`config.mk`:
```
export PLATFORM = sky130hd
export DESIGN_NAME = flow_window_stability_detector_top_flat
export DESIGN_NICKNAME = d
export VERILOG_FILES = /design/src/rtl/core/fwsd_pkg.sv /design/src/rtl/core/fwsd_if.sv /design/src/rtl/core/fwsd_cell.sv /design/src/rtl/core/fwsd_chain.sv /design/src/rtl/core/fwsd_divider.sv /design/src/rtl/core/flow_window_stability_detector_top.sv /design/src/flat_wrapper.sv
export VERILOG_INCLUDE_DIRS = /design/src /design/src/rtl/core
export SDC_FILE = /design/constraint.sdc
export NUM_CORES = 1
export LEC_CHECK = 0
export ABC_AREA = 1
export BUFFER_PORTS_ARGS = -buffer_cell sky130_fd_sc_hd__buf_2
export CORE_UTILIZATION = 43
export CTS_BUF_LIST = sky130_fd_sc_hd__clkbuf_8
export CTS_CLUSTER_SIZE = 30
export DETAILED_ROUTE_END_ITERATION = 7
export GPL_ROUTABILITY_DRIVEN = 0
export GPL_TIMING_DRIVEN = 0
export MAX_ROUTING_LAYER = met4
export SYNTH_ARGS = -nofsm -noshare
export SYNTH_HDL_FRONTEND = slang
export SYNTH_SLANG_ARGS = --single-unit
export TNS_END_PERCENT = 1
```
`constraint.sdc`:
```
create_clock -name clk -period 17.4 [get_ports clk]
set_input_delay 0 -clock clk [delete_from_list [all_inputs] [get_ports clk]]
set_output_delay 0 -clock clk [all_outputs]
set_load 0.02 [all_outputs]
```
`src/rtl/core/flow_window_stability_detector_top_assert.svh`:
```
// ----------------------------------------------------------------------------
// Assertion macros for the flow window stability detector
// Concurrent checks on rising clk, disabled while reset is high.
// ----------------------------------------------------------------------------
`ifndef FLOW_WINDOW_STABILITY_DETECTOR_TOP_ASSERT_SVH
`define FLOW_WINDOW_STABILITY_DETECTOR_TOP_ASSERT_SVH

`ifndef SYNTHESIS

// same-cycle implication
`define FWSD_ASSERT_NOW(name, clk, rst, ante, cons) \
  name: assert property (@(posedge clk) disable iff (rst) (ante) |-> (cons)) \
    else $error("fwsd: same-cycle check failed");

// next-cycle implication
`define FWSD_ASSERT_NEXT(name, clk, rst, ante, cons) \
  name: assert property (@(posedge clk) disable iff (rst) (ante) |=> (cons)) \
    else $error("fwsd: next-cycle check failed");

`else

`define FWSD_ASSERT_NOW(name, clk, rst, ante, cons)
`define FWSD_ASSERT_NEXT(name, clk, rst, ante, cons)

`endif

`endif

```
`src/rtl/core/fwsd_pkg.sv`:
```
`timescale 1ns / 1ps
// ----------------------------------------------------------------------------
// fwsd_pkg
// Widths, reset values and shared types of the flow window stability detector.
// ----------------------------------------------------------------------------
package fwsd_pkg;

  localparam int FLOW_W             = 17;
  localparam int TIME_W             = 32;
  localparam int CFG_W              = 16;
  localparam int COUNT_OUT_W        = 4;
  localparam int WINDOW_SAMPLES_DEF = 8;

  localparam logic [CFG_W-1:0] MIN_INTERVAL_RST = 16'd1000;

  localparam logic MODE_SAMPLE = 1'b0;
  localparam logic MODE_CLEAR  = 1'b1;

  typedef struct packed {
    logic              valid;
    logic [FLOW_W-1:0] value;
  } cell_t;

  typedef struct packed {
    logic shift;
    logic clear;
  } chain_ctl_t;

  typedef enum logic [2:0] {
    ST_IDLE,
    ST_CHECK,
    ST_SCAN,
    ST_DIV_LOAD,
    ST_DIVIDE,
    ST_FINISH,
    ST_EMIT
  } state_t;

endpackage

```
`src/rtl/core/fwsd_if.sv`:
```
`timescale 1ns / 1ps
// ----------------------------------------------------------------------------
// fwsd channel interfaces
// Sample request channel and result channel, valid/ready handshake.
// ----------------------------------------------------------------------------
interface fwsd_sample_if;
  import fwsd_pkg::*;

  logic              valid;
  logic              ready;
  logic              mode;
  logic [FLOW_W-1:0] flow;
  logic [TIME_W-1:0] time_ms;

  modport source (output valid, output mode, output flow, output time_ms, input ready);
  modport sink   (input valid, input mode, input flow, input time_ms, output ready);
endinterface

interface fwsd_result_if;
  import fwsd_pkg::*;

  logic                   valid;
  logic                   ready;
  logic                   accepted;
  logic [COUNT_OUT_W-1:0] sample_count;
  logic [FLOW_W-1:0]      average_flow;
  logic [FLOW_W-1:0]      min_flow;
  logic [FLOW_W-1:0]      max_flow;
  logic                   stable;
  logic [FLOW_W-1:0]      suggested_flow;

  modport source (output valid, output accepted, output sample_count, output average_flow,
                  output min_flow, output max_flow, output stable, output suggested_flow,
                  input ready);
  modport sink   (input valid, input accepted, input sample_count, input average_flow,
                  input min_flow, input max_flow, input stable, input suggested_flow,
                  output ready);
endinterface

```
`src/rtl/core/fwsd_cell.sv`:
```
`timescale 1ns / 1ps
// ----------------------------------------------------------------------------
// fwsd_cell
// One window slot: holds a sample and its valid bit, loads from its neighbor.
// ----------------------------------------------------------------------------
module fwsd_cell (
  input  logic               clk,
  input  logic               rst,
  input  fwsd_pkg::chain_ctl_t ctl,
  input  fwsd_pkg::cell_t    din,
  output fwsd_pkg::cell_t    dout
);
  import fwsd_pkg::*;

  logic              valid;
  logic [FLOW_W-1:0] value;

  always_ff @(posedge clk) begin
    if (rst || ctl.clear) begin
      valid <= 1'b0;
    end else if (ctl.shift) begin
      valid <= din.valid;
    end
  end

  always_ff @(posedge clk) begin
    if (ctl.shift) begin
      value <= din.value;
    end
  end

  assign dout.valid = valid;
  assign dout.value = value;

endmodule

```
`src/rtl/core/fwsd_chain.sv`:
```
`timescale 1ns / 1ps
// ----------------------------------------------------------------------------
// fwsd_chain
// Row of window cells; each shift moves every sample one cell toward the tail.
// ----------------------------------------------------------------------------
module fwsd_chain #(
  parameter int WINDOW_SAMPLES = fwsd_pkg::WINDOW_SAMPLES_DEF
) (
  input  logic                 clk,
  input  logic                 rst,
  input  fwsd_pkg::chain_ctl_t ctl,
  input  fwsd_pkg::cell_t      head,
  output fwsd_pkg::cell_t      tail
);
  import fwsd_pkg::*;

  cell_t link [WINDOW_SAMPLES+1];

  assign link[0] = head;

  for (genvar i = 0; i < WINDOW_SAMPLES; i++) begin : g_cell
    fwsd_cell u_cell (
      .clk  (clk),
      .rst  (rst),
      .ctl  (ctl),
      .din  (link[i]),
      .dout (link[i+1])
    );
  end

  assign tail = link[WINDOW_SAMPLES];

endmodule

```
`src/rtl/core/fwsd_divider.sv`:
```
`timescale 1ns / 1ps
// ----------------------------------------------------------------------------
// fwsd_divider
// Restoring divider, one quotient bit per cycle, for the window mean.
// ----------------------------------------------------------------------------
module fwsd_divider #(
  parameter int SUM_W = 20,
  parameter int CNT_W = 4
) (
  input  logic             clk,
  input  logic             rst,
  input  logic             start,
  input  logic [SUM_W-1:0] dividend,
  input  logic [CNT_W-1:0] divisor,
  output logic             done,
  output logic [SUM_W-1:0] quotient
);
  import fwsd_pkg::*;

  localparam int STEP_W = $clog2(SUM_W + 1);

  logic              busy;
  logic [STEP_W-1:0] steps;
  logic [CNT_W-1:0]  rem;
  logic [CNT_W-1:0]  div;
  logic [SUM_W-1:0]  quo;
  logic [CNT_W:0]    shifted;
  logic              fits;

  assign shifted = {rem, quo[SUM_W-1]};
  assign fits    = shifted >= {1'b0, div};

  always_ff @(posedge clk) begin
    if (rst) begin
      busy  <= 1'b0;
      done  <= 1'b0;
      steps <= '0;
    end else if (start) begin
      busy  <= 1'b1;
      done  <= 1'b0;
      steps <= STEP_W'(SUM_W);
    end else if (busy) begin
      steps <= steps - 1'b1;
      if (steps == STEP_W'(1)) begin
        busy <= 1'b0;
        done <= 1'b1;
      end
    end else begin
      done <= 1'b0;
    end
  end

  always_ff @(posedge clk) begin
    if (start) begin
      rem <= '0;
      div <= divisor;
      quo <= dividend;
    end else if (busy) begin
      // shift in the next dividend bit, subtract when it fits
      if (fits) begin
        rem <= CNT_W'(shifted - {1'b0, div});
      end else begin
        rem <= shifted[CNT_W-1:0];
      end
      quo <= {quo[SUM_W-2:0], fits};
    end
  end

  assign quotient = quo;

endmodule

```
`src/rtl/core/flow_window_stability_detector_top.sv`:
```
`timescale 1ns / 1ps
// ----------------------------------------------------------------------------
// flow_window_stability_detector_top
// Windowed flow statistics with a sticky stability flag and suggested flow.
// ----------------------------------------------------------------------------
//  channel   dir  payload                                         handshake
//  sample    in   mode, flow, time_ms                             valid/ready
//  result    out  accepted, sample_count, average/min/max_flow,   valid/ready
//                 stable, suggested_flow
//  cfg       in   cfg_data (min_interval_ms)                      cfg_we
//
//  An accepted sample is scanned by one full rotation of the cell chain, then
//  divided, one quotient bit per sum bit; clear and ignored requests skip both
//  steps and go straight to the result. One request is in work at a time; the
//  result register lets the next request in while a result waits. Reset is
//  synchronous and leaves the window empty with min_interval_ms at 1000; no
//  clearing pass is needed.
// ----------------------------------------------------------------------------
`include "flow_window_stability_detector_top_assert.svh"

module flow_window_stability_detector_top #(
  parameter int WINDOW_SAMPLES = fwsd_pkg::WINDOW_SAMPLES_DEF
) (
  input  logic                       clk,
  input  logic                       rst,
  input  logic                       cfg_we,
  input  logic [fwsd_pkg::CFG_W-1:0] cfg_data,
  fwsd_sample_if.sink                sample,
  fwsd_result_if.source              result
);
  import fwsd_pkg::*;

  localparam int CNT_W = $clog2(WINDOW_SAMPLES + 1);
  localparam int IDX_W = $clog2(WINDOW_SAMPLES);
  localparam int SUM_W = FLOW_W + $clog2(WINDOW_SAMPLES);
  localparam int TEN_W = FLOW_W + 4;

  state_t state, state_next;

  logic [CFG_W-1:0]  min_interval;
  logic              mode_q;
  logic [FLOW_W-1:0] flow_q;
  logic [TIME_W-1:0] time_q;
  logic [TIME_W-1:0] last_time;
  logic [CNT_W-1:0]  fill;
  logic              took;
  logic [FLOW_W-1:0] held_avg;
  logic [FLOW_W-1:0] held_min;
  logic [FLOW_W-1:0] held_max;
  logic              stable_flag;
  logic [FLOW_W-1:0] suggestion;
  logic [IDX_W-1:0]  scan_idx;
  logic [SUM_W-1:0]  sum_acc;
  logic [FLOW_W-1:0] min_acc;
  logic [FLOW_W-1:0] max_acc;

  logic              sample_ready;
  logic              res_valid;
  logic              emit_go;
  logic              take;
  logic              too_soon;
  logic [TIME_W-1:0] elapsed;
  chain_ctl_t        chain_ctl;
  cell_t             head;
  cell_t             tail;
  logic              div_start;
  logic              div_done;
  logic [SUM_W-1:0]  quotient;
  logic [FLOW_W-1:0] avg;
  logic [FLOW_W-1:0] spread;
  logic [TEN_W-1:0]  spread_x10;
  logic              steady;

  assign elapsed  = time_q - last_time;
  assign too_soon = (last_time != '0) && (elapsed < {{(TIME_W-CFG_W){1'b0}}, min_interval});
  assign take     = (mode_q == MODE_SAMPLE) && (flow_q != '0) && !too_soon;
  assign emit_go  = !res_valid || result.ready;

  assign avg        = quotient[FLOW_W-1:0];
  assign spread     = max_acc - min_acc;
  assign spread_x10 = ({4'b0, spread} << 3) + ({4'b0, spread} << 1);
  // spread <= floor(avg / 10) is the same as 10 * spread <= avg
  assign steady     = (fill == CNT_W'(WINDOW_SAMPLES)) && (avg != '0) &&
                      (spread_x10 <= {4'b0, avg});

  // ---------------- control ----------------
  always_ff @(posedge clk) begin
    if (rst) begin
      state <= ST_IDLE;
    end else begin
      state <= state_next;
    end
  end

  always_comb begin
    state_next      = state;
    sample_ready    = 1'b0;
    chain_ctl.shift = 1'b0;
    chain_ctl.clear = 1'b0;
    head.valid      = 1'b1;
    head.value      = flow_q;
    div_start       = 1'b0;
    unique case (state)
      ST_IDLE: begin
        sample_ready = 1'b1;
        if (sample.valid) begin
          state_next = ST_CHECK;
        end
      end
      ST_CHECK: begin
        if (mode_q == MODE_CLEAR) begin
          chain_ctl.clear = 1'b1;
          state_next      = ST_EMIT;
        end else if (take) begin
          chain_ctl.shift = 1'b1;
          state_next      = ST_SCAN;
        end else begin
          state_next = ST_EMIT;
        end
      end
      ST_SCAN: begin
        // rotate the chain once around, tail feeds head
        chain_ctl.shift = 1'b1;
        head            = tail;
        if (scan_idx == IDX_W'(WINDOW_SAMPLES - 1)) begin
          state_next = ST_DIV_LOAD;
        end
      end
      ST_DIV_LOAD: begin
        div_start  = 1'b1;
        state_next = ST_DIVIDE;
      end
      ST_DIVIDE: begin
        if (div_done) begin
          state_next = ST_FINISH;
        end
      end
      ST_FINISH: begin
        state_next = ST_EMIT;
      end
      ST_EMIT: begin
        if (emit_go) begin
          state_next = ST_IDLE;
        end
      end
      default: begin
        state_next = ST_IDLE;
      end
    endcase
  end

  assign sample.ready = sample_ready;

  // ---------------- configuration ----------------
  always_ff @(posedge clk) begin
    if (rst) begin
      min_interval <= MIN_INTERVAL_RST;
    end else if (cfg_we) begin
      min_interval <= cfg_data;
    end
  end

  // ---------------- request capture ----------------
  always_ff @(posedge clk) begin
    if (sample.valid && sample_ready) begin
      mode_q <= sample.mode;
      flow_q <= sample.flow;
      time_q <= sample.time_ms;
    end
  end

  // ---------------- window state ----------------
  always_ff @(posedge clk) begin
    if (rst) begin
      last_time   <= '0;
      fill        <= '0;
      took        <= 1'b0;
      held_avg    <= '0;
      held_min    <= '0;
      held_max    <= '0;
      stable_flag <= 1'b0;
      suggestion  <= '0;
    end else if (state == ST_CHECK) begin
      took <= 1'b0;
      if (mode_q == MODE_CLEAR) begin
        last_time   <= '0;
        fill        <= '0;
        held_avg    <= '0;
        held_min    <= '0;
        held_max    <= '0;
        stable_flag <= 1'b0;
        suggestion  <= '0;
      end else if (take) begin
        took      <= 1'b1;
        last_time <= time_q;
        if (fill != CNT_W'(WINDOW_SAMPLES)) begin
          fill <= fill + 1'b1;
        end
      end
    end else if (state == ST_FINISH) begin
      held_avg <= avg;
      held_min <= min_acc;
      held_max <= max_acc;
      if (steady) begin
        stable_flag <= 1'b1;
        suggestion  <= avg;
      end
    end
  end

  // ---------------- scan accumulators ----------------
  always_ff @(posedge clk) begin
    if (state == ST_CHECK) begin
      scan_idx <= '0;
      sum_acc  <= '0;
      min_acc  <= '1;
      max_acc  <= '0;
    end else if (state == ST_SCAN) begin
      scan_idx <= scan_idx + 1'b1;
      if (tail.valid) begin
        sum_acc <= sum_acc + SUM_W'(tail.value);
        if (tail.value < min_acc) begin
          min_acc <= tail.value;
        end
        if (tail.value > max_acc) begin
          max_acc <= tail.value;
        end
      end
    end
  end

  // ---------------- datapath units ----------------
  fwsd_chain #(
    .WINDOW_SAMPLES (WINDOW_SAMPLES)
  ) u_chain (
    .clk  (clk),
    .rst  (rst),
    .ctl  (chain_ctl),
    .head (head),
    .tail (tail)
  );

  fwsd_divider #(
    .SUM_W (SUM_W),
    .CNT_W (CNT_W)
  ) u_divider (
    .clk      (clk),
    .rst      (rst),
    .start    (div_start),
    .dividend (sum_acc),
    .divisor  (fill),
    .done     (div_done),
    .quotient (quotient)
  );

  // ---------------- result register ----------------
  always_ff @(posedge clk) begin
    if (rst) begin
      res_valid <= 1'b0;
    end else if (state == ST_EMIT && emit_go) begin
      res_valid <= 1'b1;
    end else if (result.ready) begin
      res_valid <= 1'b0;
    end
  end

  always_ff @(posedge clk) begin
    if (state == ST_EMIT && emit_go) begin
      result.accepted       <= took;
      result.sample_count   <= COUNT_OUT_W'(fill);
      result.average_flow   <= held_avg;
      result.min_flow       <= held_min;
      result.max_flow       <= held_max;
      result.stable         <= stable_flag;
      result.suggested_flow <= suggestion;
    end
  end

  assign result.valid = res_valid;

  // ---------------- assertions ----------------
  `FWSD_ASSERT_NEXT(a_accept_to_check, clk, rst, sample.valid && sample.ready, state == ST_CHECK)
  `FWSD_ASSERT_NOW(a_stable_drops_on_clear, clk, rst, $fell(stable_flag), $past(state == ST_CHECK && mode_q == MODE_CLEAR))
  `FWSD_ASSERT_NOW(a_held_range, clk, rst, state == ST_IDLE && fill != '0, held_min != '0 && held_min <= held_max)
  `FWSD_ASSERT_NOW(a_fill_bound, clk, rst, state == ST_IDLE, fill <= CNT_W'(WINDOW_SAMPLES))

endmodule
```
`src/flat_wrapper.sv`:
```
// flat-port wrapper written by rule: the top's interface ports become plain ports
module flow_window_stability_detector_top_flat import fwsd_pkg::*;
#(
  parameter int WINDOW_SAMPLES = fwsd_pkg::WINDOW_SAMPLES_DEF
)
  (clk, rst, cfg_we, cfg_data, sample_valid, sample_mode, sample_flow, sample_time_ms, sample_ready, result_valid, result_accepted, result_sample_count, result_average_flow, result_min_flow, result_max_flow, result_stable, result_suggested_flow, result_ready);
  fwsd_sample_if sample_i ();
  fwsd_result_if result_i ();
  input  logic clk;
  input  logic rst;
  input  logic cfg_we;
  input  logic [fwsd_pkg::CFG_W-1:0] cfg_data;
  input wire logic [$bits(sample_i.valid)-1:0] sample_valid;
  input wire logic [$bits(sample_i.mode)-1:0] sample_mode;
  input wire logic [$bits(sample_i.flow)-1:0] sample_flow;
  input wire logic [$bits(sample_i.time_ms)-1:0] sample_time_ms;
  output wire logic [$bits(sample_i.ready)-1:0] sample_ready;
  output wire logic [$bits(result_i.valid)-1:0] result_valid;
  output wire logic [$bits(result_i.accepted)-1:0] result_accepted;
  output wire logic [$bits(result_i.sample_count)-1:0] result_sample_count;
  output wire logic [$bits(result_i.average_flow)-1:0] result_average_flow;
  output wire logic [$bits(result_i.min_flow)-1:0] result_min_flow;
  output wire logic [$bits(result_i.max_flow)-1:0] result_max_flow;
  output wire logic [$bits(result_i.stable)-1:0] result_stable;
  output wire logic [$bits(result_i.suggested_flow)-1:0] result_suggested_flow;
  input wire logic [$bits(result_i.ready)-1:0] result_ready;
  assign sample_i.valid = sample_valid;
  assign sample_i.mode = sample_mode;
  assign sample_i.flow = sample_flow;
  assign sample_i.time_ms = sample_time_ms;
  assign sample_ready = sample_i.ready;
  assign result_valid = result_i.valid;
  assign result_accepted = result_i.accepted;
  assign result_sample_count = result_i.sample_count;
  assign result_average_flow = result_i.average_flow;
  assign result_min_flow = result_i.min_flow;
  assign result_max_flow = result_i.max_flow;
  assign result_stable = result_i.stable;
  assign result_suggested_flow = result_i.suggested_flow;
  assign result_i.ready = result_ready;
  flow_window_stability_detector_top #(.WINDOW_SAMPLES(WINDOW_SAMPLES)) u_core (.clk(clk), .rst(rst), .cfg_we(cfg_we), .cfg_data(cfg_data), .sample(sample_i), .result(result_i));
endmodule
```
# Word level (Yosys, flattened, before mapping)
# Index checks and enable logic that the tools add are counted.
dict set report totals {
  output_inout_bits 76
  reg_bits 486
  memories 0
  inputBits 71
  mem_bits_rw 0
  romBits 0
  latch_bits 0
  elab_cells 153
}
dict set report op_classes {
  n_mul 0
  order_cmp 5
  mux 44
  n_shift 0
  div 0
  n_addsub 8
  bitwise 2
  n_reduce_logical 31
  eq_ne 15
}
# op count
set ops {}
lappend ops {{$mux 17} 10}
lappend ops {{$mux 32} 2}
lappend ops {{$mux 20} 2}
lappend ops {{$reduce_bool 17->1} 2}
lappend ops {{$lt 32x16->1} 1}
lappend ops {{$reduce_bool 32->1} 1}
lappend ops {{$sub 32x32->32} 1}
lappend ops {{$add 20x18->21} 1}
lappend ops {{$le 21x17->1} 1}
lappend ops {{$pmux 3 s7} 1}
lappend ops {{$add 20x17->20} 1}
lappend ops {{$mux 18} 1}
lappend ops {{$mux 3} 6}
lappend ops {{$gt 17x17->1} 1}
lappend ops {{$lt 17x17->1} 1}
lappend ops {{$sub 17x17->17} 1}
lappend ops {{$mux 4} 4}
lappend ops {{$mux 1} 15}
lappend ops {{$eq 3x3->1 const B} 4}
lappend ops {{$reduce_and 3->1} 4}
lappend ops {{$reduce_bool 2->1} 6}
lappend ops {{$mux 5} 2}
lappend ops {{$logic_and 1x1->1} 7}
lappend ops {{$eq 3x2->1 const B} 2}
lappend ops {{20 further kinds} 28}

# Logic depth before layout (Yosys ltp)
# Gate-level depths: netlist of the first run.
dict set report logic_depth {
  word_depth 8
  mapped_depth 31
  mapped_depth_nobuf 31
}

# Hierarchy
# A second synthesis of the first run with hierarchy kept.
dict set report hier_totals {
  hier_cells 2488
  hier_area_um2 23144.7
}
# mod area_per_inst_um2 n_inst cells_per_inst
set modules_own_cells {}
lappend modules_own_cells {flow_window_stability_detector_top 16997.6 1 2104}
lappend modules_own_cells {fwsd_cell 563.0 8 25}
lappend modules_own_cells {fwsd_divider 1642.8 1 184}

# Least setup slack after synthesis of the first run
# No wires, ideal clock.
dict set report synth_timing {
  path_type {register -> register}
  startpoint {register u_core.state[1]}
  endpoint {register u_core.result.accepted (enable)}
  setup_slack_ps 11231
  arrival_ps 5572
  synth_period_minus_slack_ps 6169
  path_stages_with_launch 5
  path_cell_list {dfxtp_1 > inv_2 > nor2_1 > inv_2 > nor3_1}
}
dict set report synth_via {
  elab_chain_len 2
}
# element line
set synth_lines {}
lappend synth_lines {{start: declaration} flow_window_stability_detector_top.sv:38} ;# state_t state, state_next;
lappend synth_lines {{start signal: assignment} flow_window_stability_detector_top.sv:91} ;# state <= state_next;
lappend synth_lines {{$eq 3x3->1} flow_window_stability_detector_top.sv:268} ;# if (state == ST_EMIT && emit_go) begin
lappend synth_lines {{$logic_and 1x1->1} flow_window_stability_detector_top.sv:268}
lappend synth_lines {{end signal: assignment} flow_window_stability_detector_top.sv:269} ;# result.accepted <= took;
lappend synth_lines {{end: declaration} fwsd_if.sv:32} ;# modport source (output valid, output accepted, output sample_count, output average_flow,
# Every way passes these cells.
# A chain may end at the register's enable or synchronous reset.

# Worst setup path in the final report of the first run
dict set report layout_timing {
  startpoint {register u_core.max_acc[0]}
  endpoint {register u_core.suggestion[13]}
}
dict set report layout_via {
  elab_chain_len 6
}
# element line
set layout_lines {}
lappend layout_lines {{start: declaration} flow_window_stability_detector_top.sv:55} ;# logic [FLOW_W-1:0] max_acc;
lappend layout_lines {{start signal: assignment} flow_window_stability_detector_top.sv:226} ;# max_acc <= tail.value;
lappend layout_lines {{$sub 17x17->17} flow_window_stability_detector_top.sv:80} ;# assign spread = max_acc - min_acc;
lappend layout_lines {{$add 20x18->21} flow_window_stability_detector_top.sv:81} ;# assign spread_x10 = ({4'b0, spread} << 3) + ({4'b0, spread} << 1);
lappend layout_lines {{$le 21x17->1} flow_window_stability_detector_top.sv:84} ;# (spread_x10 <= {4'b0, avg});
lappend layout_lines {{$logic_and 1x1->1} flow_window_stability_detector_top.sv:83} ;# assign steady = (fill == CNT_W'(WINDOW_SAMPLES)) && (avg != '0) &&
lappend layout_lines {{$reduce_bool 2->1 (no source line)} --}
lappend layout_lines {{$reduce_and 3->1 (no source line)} --}
lappend layout_lines {{end signal: assignment} flow_window_stability_detector_top.sv:206} ;# suggestion <= avg;
lappend layout_lines {{end: declaration} flow_window_stability_detector_top.sv:51} ;# logic [FLOW_W-1:0] suggestion;
# Every way passes these cells.

==> results of run 1 <==
==> final timing paths <==
path | cells after the start | to | slack [ps] | from
min reg2reg | 0 | u_core.u_chain.g_cell[4].u_cell.value[3]$_DFFE_PP_ | 410 | u_core.u_chain.g_cell[3].u_cell.value[3]$_DFFE_PP_
max | 26 | u_core.suggestion[13]$_SDFFE_PP0P_ | 11920 | u_core.max_acc[0]$_SDFFE_PP0P_
min | 2 | u_core.time_q[6]$_DFFE_PP_ | 70 | sample_time_ms[6]
max reg2reg | 26 | u_core.suggestion[13]$_SDFFE_PP0P_ | 11920 | u_core.max_acc[0]$_SDFFE_PP0P_
==> layer usage <==
layer / vias to the layer above / wire, µm / track usage (%) / part of all wire [%]
li1: 8876 / - / - / -
met1: 8323 / 25170 / 27.04 / 45
met2: 427 / 25730 / 33.96 / 47
met3: 108 / 2417 / 2.873 / 4.4
met4: 0 / 1997 / 9.581 / 3.6
met5: - / 0 / - / 0
==> worst max-delay path, cell delays in order, from the launching register on <==
cell and delay (ps):
dfxtp_1 410, inv_1 110, ha_1 240, fa_1 420, o21ai_2 230, nand4_1 130, o211ai_2 130, a21oi_1 160
o21ai_0 250, xor2_1 320, ha_1 340, a21oi_1 150, o21ai_0 90, a21oi_1 140, o21ai_0 160, xor2_1 180
ha_1 310, inv_1 50, nor3_1 250, nand3_1 110, nand2_1 80, nand3_1 100, nor3_4 440, nand2_4 190
clkbuf_8 220, nand3_1 70, a21oi_1 60
==> sequential cells by signal, indices dropped and copies added, names as in the netlist, 17 cells and up <==
signal and count:
u_core.held_min 17, u_core.held_max 17, u_core.u_divider.quotient 20, u_core.result.average_flow 17, u_core.u_chain.g_cell.u_cell.value 136, u_core.min_acc 17
u_core.flow_q 17, u_core.max_acc 17, u_core.suggestion 17, u_core.last_time 32, u_core.time_q 32, u_core.held_avg 17
u_core.result.min_flow 17, u_core.sum_acc 20, u_core.result.max_flow 17, u_core.result.suggested_flow 17
==> power by group <==
group	internal, W	switching (W)	total [W]
Sequential	0.00158	0.000170	0.00175
Clock	0.000493	0.000448	0.000941
Combinational	0.000600	0.00113	0.00173
Total	0.00267	0.00174	0.00441
==> cell type report <==
class	count	area, µm²	area share, %
Timing Repair Buffer	253	1838	6.818
Multi-Input combinational cell	1564	8720	32.35
Sequential cell	486	12570	46.64
Buffer	66	314.1	1.165
Clock buffer	87	1197	4.442
Tap cell	680	850.8	3.156
Inverter	303	1137	4.219
Clock inverter	62	327.8	1.216
==> through the flow <==
stage	area [µm²]	setup slack (ps)	hold WS, ps	power, W
floorplan	22720	11230	98.87	0.002972
global placement	24300	9016	176.3	0.003396
detailed placement	24430	11920	178.1	0.003465
CTS	26960	11920	1.571	0.004445
global route	26960	11470	20.50	0.004755
finish	26960	11920	67.41	0.004413
==> repair_timing <==
| item | CTS | global route |
|---|---|---|
| hold endpoints to repair | 88 | 0 |
| hold buffers | 100 | 0 |
| buffers inserted | 0 | 0 |
==> synthesized netlist by cell type, types with 3 or more instances <==
library cell,n,area [µm²]
dfxtp_1,202,4044
nand3_2,3,30.03
nor4_1,8,50.05
nand3b_1,5,37.54
o211ai_1,8,60.06
a2111oi_0,3,26.28
nor2_2,5,31.28
a21o_1,4,30.03
o21a_1,5,37.54
a31oi_1,4,25.02
inv_1,294,1104
o21bai_1,5,37.54
o211ai_2,3,37.54
or2_2,4,25.02
a211oi_1,4,30.03
nand4_1,49,306.5
o21ai_0,130,650.6
nand2_2,3,18.77
ha_1,153,1914
buf_2,3,15.01
fa_1,5,100.1
a21oi_1,267,1336
nor2_1,146,548.0
buf_1,5,18.77
xnor2_1,14,122.6
nand2_1,542,2034
nor3_1,20,100.1
inv_2,8,30.03
nand3_1,110,550.5
clkbuf_1,50,187.7
edfxtp_1,284,8528
o31ai_1,3,22.52
a21boi_0,3,22.52
xor2_1,44,385.4
buf_6,7,78.83
==> logic make-up after synthesis <==
kind of cell    count (synthesis)  synth area share, %
compound gates                444                10.36
xor+xnor                       58                2.236
fa+ha+maj                     158                8.866
buf+inv                       369                6.388
flops                         486                55.33
simple gates                  904                16.82
==> results.yml, run 1 <==
cells_and_area:
  most-common-layout-cells: "nand2_1, inv_1, edfxtp_1"
  fin_util_pct: 52.12
  final_common_cell: "nand2_1"
  final_cells: 3501
  antenna-diode-count: 0
  final_layout_size_suffix_gt1_share_pct: 10.60
  area_growth_pct: 18.64
  final_nets: 2984
  n_fill_cell: 4771
synth:
  synth-seq-cells: 486
  async_flop_share_pct: 0
  synth_cell_types: 48
  syn_area_um2: 22720
  synth-edff-count: 284
  synth-main-ff-cell: "edfxtp_1"
  synth_cells: 2419
  synthesis.nets: 2648
  yosys_warnings: 0
  seq_area_frac_synth_pct: 55.33
  syn_area_per_cell_um2: 9.393
timing:
  fin_crit_sh_pct: 31.52
  hold_violations: 0
  post-route-min-period_ps: 5485
  relSlewSlack_pct: 31.64
  grt_setup_unrepaired: "no"
  final.setup.tns_ps: 0
  tightest_slew_ps: 1022
  slew_violations: 0
  fin_skew_ps: 24.57
  fmax_mhz: 182.3
  finalSetupViolations: 0
drt:
  vias_per_cell: 5.065
  drc_errors: 0
  drt-total-wl_um: 55310
  wl_per_cell_um: 15.80
  ant_nets: 0
  drt_iter0_markers: 1289
  route.vias.total: 17730
  first_pass_iters: 5
clocking:
  cts_buffer_depth: 3
  insertion_delay_ps: 650
  post_cts_resized: 0
  clk_pin_slew_ps: 60
  cts_tree: "done"
  cts.sinks: 486
  htreeDepth: 3
  numCtsBuffers: 81
  cts-root-buf: "clkbuf_8"
worst_setup_path:
  critical_path_class: "flop to flop"
  startpoint_type: "flop"
  critPathCaptureType: "flop"
  crit_fanout: 10
  arrival_ps: 5990
  required_ps: 17910
floorplanning:
  die-area_um2: 53760
  start_util_pct: 43.93
  die-height_um: 231.9
  core-area_um2: 51720
  ios: 147
  die_x_um: 231.9
  std_cell_rows: 83
place:
  hpwl_um: 41530
  dp_cells: 3252
  io_buffers: 145
global_route:
  antenna_found_initial: 0
  overflow: 0
  grt_pass1_wl_um: 87490
  grt_use_total_pct: 21.33
  grt_max_degree: 91
  grt_pass1_vias: 17150
run:
  max_cap_viol_count: 0
power:
  ir_worst_vdd_uv: 105.0
  powerDensity_nw_per_um2: 163.7
  p_leak_nw: 11.48
status:
  status: "finished, final reports clean"
worst_hold_path:
  hold_path_class: "primary input to flop"
(Power assumes the default switching activity.)
==> inputs of run 2 (changes only) <==
==> constraint.sdc (replaced) <==
create_clock -name clk -period 4.54 [get_ports clk]
set_input_delay 0 -clock clk [delete_from_list [all_inputs] [get_ports clk]]
set_output_delay 0 -clock clk [all_outputs]
set_load 0.02 [all_outputs]
==> results.yml, run 2 (synthesis results as in run 1) <==
status:
  status: "finished with violations"
  failed_checks: "negative setup slack"
timing:
  fin_skew_ps: 28.08
  slew_violations: 0
  final.setup.worst_slack_ps: -71.53
  tightest_slew_ps: 1245
  post-route-min-period_ps: 4612
  fin_crit_sh_pct: 101.6
  fmax_mhz: 216.8
  finalSetupViolations: 14
  relSlewSlack_pct: 16.67
  hold_violations: 0
  grt_setup_unrepaired: "yes"
cells_and_area:
  n_fill_cell: 4640
  fin_util_pct: 54.10
  final_nets: 3032
  multiInputGateArea_um2: 9191
  top_register: "u_core.u_chain.g_cell.u_cell.value"
  final_layout_size_suffix_gt1_share_pct: 14.93
  reg_top3: "u_core.u_chain.g_cell.u_cell.value: 136 flops, u_core.last_time: 32 flops, u_core.time_q: 32 flops"
  largest_reg_flops: 136
  regArea_um2: 12590
  final_common_cell: "nand2_1"
  most-common-layout-cells: "nand2_1, inv_1, edfxtp_1"
  final_cells: 3546
  area_growth_pct: 23.14
  design_area_um2: 27980
  antenna-diode-count: 0
worst_setup_path:
  cp.depth: 26
  ff2ff_setup_slack_ps: -70
  arrival_ps: 5180
  ff2ff_path_depth: 26
  rr_startpoint: "u_core.max_acc[0]$_SDFFE_PP0P_"
  critical_path_class: "flop to flop"
  critPathTopFamily: "compound AO/OA/AOI/OAI gates"
  critPathCaptureType: "flop"
  cp-endpoint: "u_core.suggestion[16]$_SDFFE_PP0P_"
  cpMostUsedCell: "nand2_1"
  cpPeakStageDelay_ps: 380
  r2r-end: "u_core.suggestion[16]$_SDFFE_PP0P_"
  crit_fanout: 7
  startpoint: "u_core.max_acc[0]$_SDFFE_PP0P_"
  required_ps: 5110
  crit_buf_inv: 4
  startpoint_type: "flop"
  slowest_stage: "fa_2"
drt:
  vias_per_cell: 5.040
  wl_per_cell_um: 16.05
  drt-total-wl_um: 56920
  drc_errors: 0
  first_pass_iters: 5
  drt_iter0_markers: 1111
  ant_nets: 0
  route.vias.total: 17870
power:
  powerDensity_nw_per_um2: 649.5
  comb_power_share_pct: 42.5
  netSwitchingFraction_pct: 39.40
  power.internal_w: 0.01101
  clkPwrFrac_pct: 20.5
  p_leak_nw: 11.81
  ir_worst_vdd_uv: 341.2
  pwr-share-seq_pct: 37.0
  power.switching_w: 0.007161
global_route:
  busiest_layer: "met2"
  antenna_found_initial: 0
  grt_util_met3_pct: 2.898
  overflow: 0
  gr-usage-met2_pct: 34.67
  grt_pass1_vias: 17490
  grt_use_met1_pct: 27.29
  grt_max_degree: 69
  grt_use_total_pct: 21.70
  grt_pass1_wl_um: 89000
floorplanning:
  core-area_um2: 51720
  die_x_um: 231.9
  ios: 147
  start_util_pct: 43.93
  die-height_um: 231.9
  std_cell_rows: 83
  die-area_um2: 53760
clocking:
  htreeDepth: 3
  cts-root-buf: "clkbuf_8"
  cts.sinks: 486
  cts_buffer_depth: 3
  insertion_delay_ps: 650
  numCtsBuffers: 80
  cts_tree: "done"
  clk_pin_slew_ps: 60
place:
  io_buffers: 145
  dp_slack_ps: -999.1
  dp_cells: 3249
  place_area_um2: 24440
  hpwl_um: 41260
worst_hold_path:
  hold_path_class: "primary input to flop"
run:
  max_cap_viol_count: 0
run 2: cell types whose count changed in the layout (fill, tap and decap cells not counted), sizes merged:
cell         previous run  this run
clkinvlp                3         1
clkbuf                138       145
buf                   168       209
inv                   338       335
dlygate4sd3           100       109
clkinv                 22        15
run 2: routing by layer:
metal	vias to the layer above	wire, µm	part of all wire [%]
li1	8960	-	-
met1	8353	25340	45
met2	437	26770	47
met3	123	2666	4.7
met4	0	2139	3.8
met5	-	0	0
run 2: what timing repair did:
item | CTS | global route
hold endpoints to repair | 87 | 0
pin swaps | 27 | 43
buffers inserted | 32 | 9
gates cloned | 2 | 0
setup endpoints to repair | 154 | 184
resized for setup | 40 | 76
hold buffers | 109 | 0
run 2: power by group through the flow:
stage,registers (W),clock network [W],logic (W)
2_1_floorplan,0.00654,0,0.00485
3_3_place_gp,0.00681,0,0.00621
3_5_place_dp,0.00679,0,0.00649
4_1_cts,0.00670,0.00385,0.00715
5_1_grt,0.00681,0.00403,0.00866
6_report,0.00672,0.00373,0.00772
run 2: worst reg2reg max path: cells and delay by family (launching register included):
| family | cells | cell delay [ps] |
|---|---|---|
| buffers and inverters | 4 | 470 |
| DFF | 1 | 350 |
| AOI/OAI and AO/OA | 7 | 1240 |
| and+or+nand+nor | 9 | 970 |
| xor gates and xnor gates | 2 | 310 |
| adders and majority gates | 4 | 1180 |
run 2: how the worst min path moves through the flow:
stage,cells past startpoint,slack [ps],startpoint,end
floorplan,0,100,sample_flow[0],u_core.flow_q[0]$_DFFE_PP_
global placement,1,180,sample_time_ms[20],u_core.time_q[20]$_DFFE_PP_
detailed placement,1,180,sample_time_ms[11],u_core.time_q[11]$_DFFE_PP_
CTS,2,0.07,sample_time_ms[14],u_core.time_q[14]$_DFFE_PP_
global route,2,40,sample_time_ms[23],u_core.time_q[23]$_DFFE_PP_
finish,2,60,sample_time_ms[23],u_core.time_q[23]$_DFFE_PP_
run 2: cell type report:
type                    count  area share [%]
clock buffers              95           4.673
clock inverters            50          0.9928
inverters                 303           4.074
repair buffers            302           8.251
flip-flops and latches    486           44.99
plain buffers              66           1.127
well taps                 680           3.041
multi-input cells        1564           32.85
run 2: metrics by stage:
stage	hold slack [ps]	power, W	setup TNS (ps)
3_5_place_dp	178.1	0.01328	-26260
5_1_grt	35.11	0.01950	-4412
4_1_cts	0.06722	0.01770	-1377
6_report	59.30	0.01817	-446.3
2_1_floorplan	98.87	0.01139	0
3_3_place_gp	176.5	0.01302	-162300
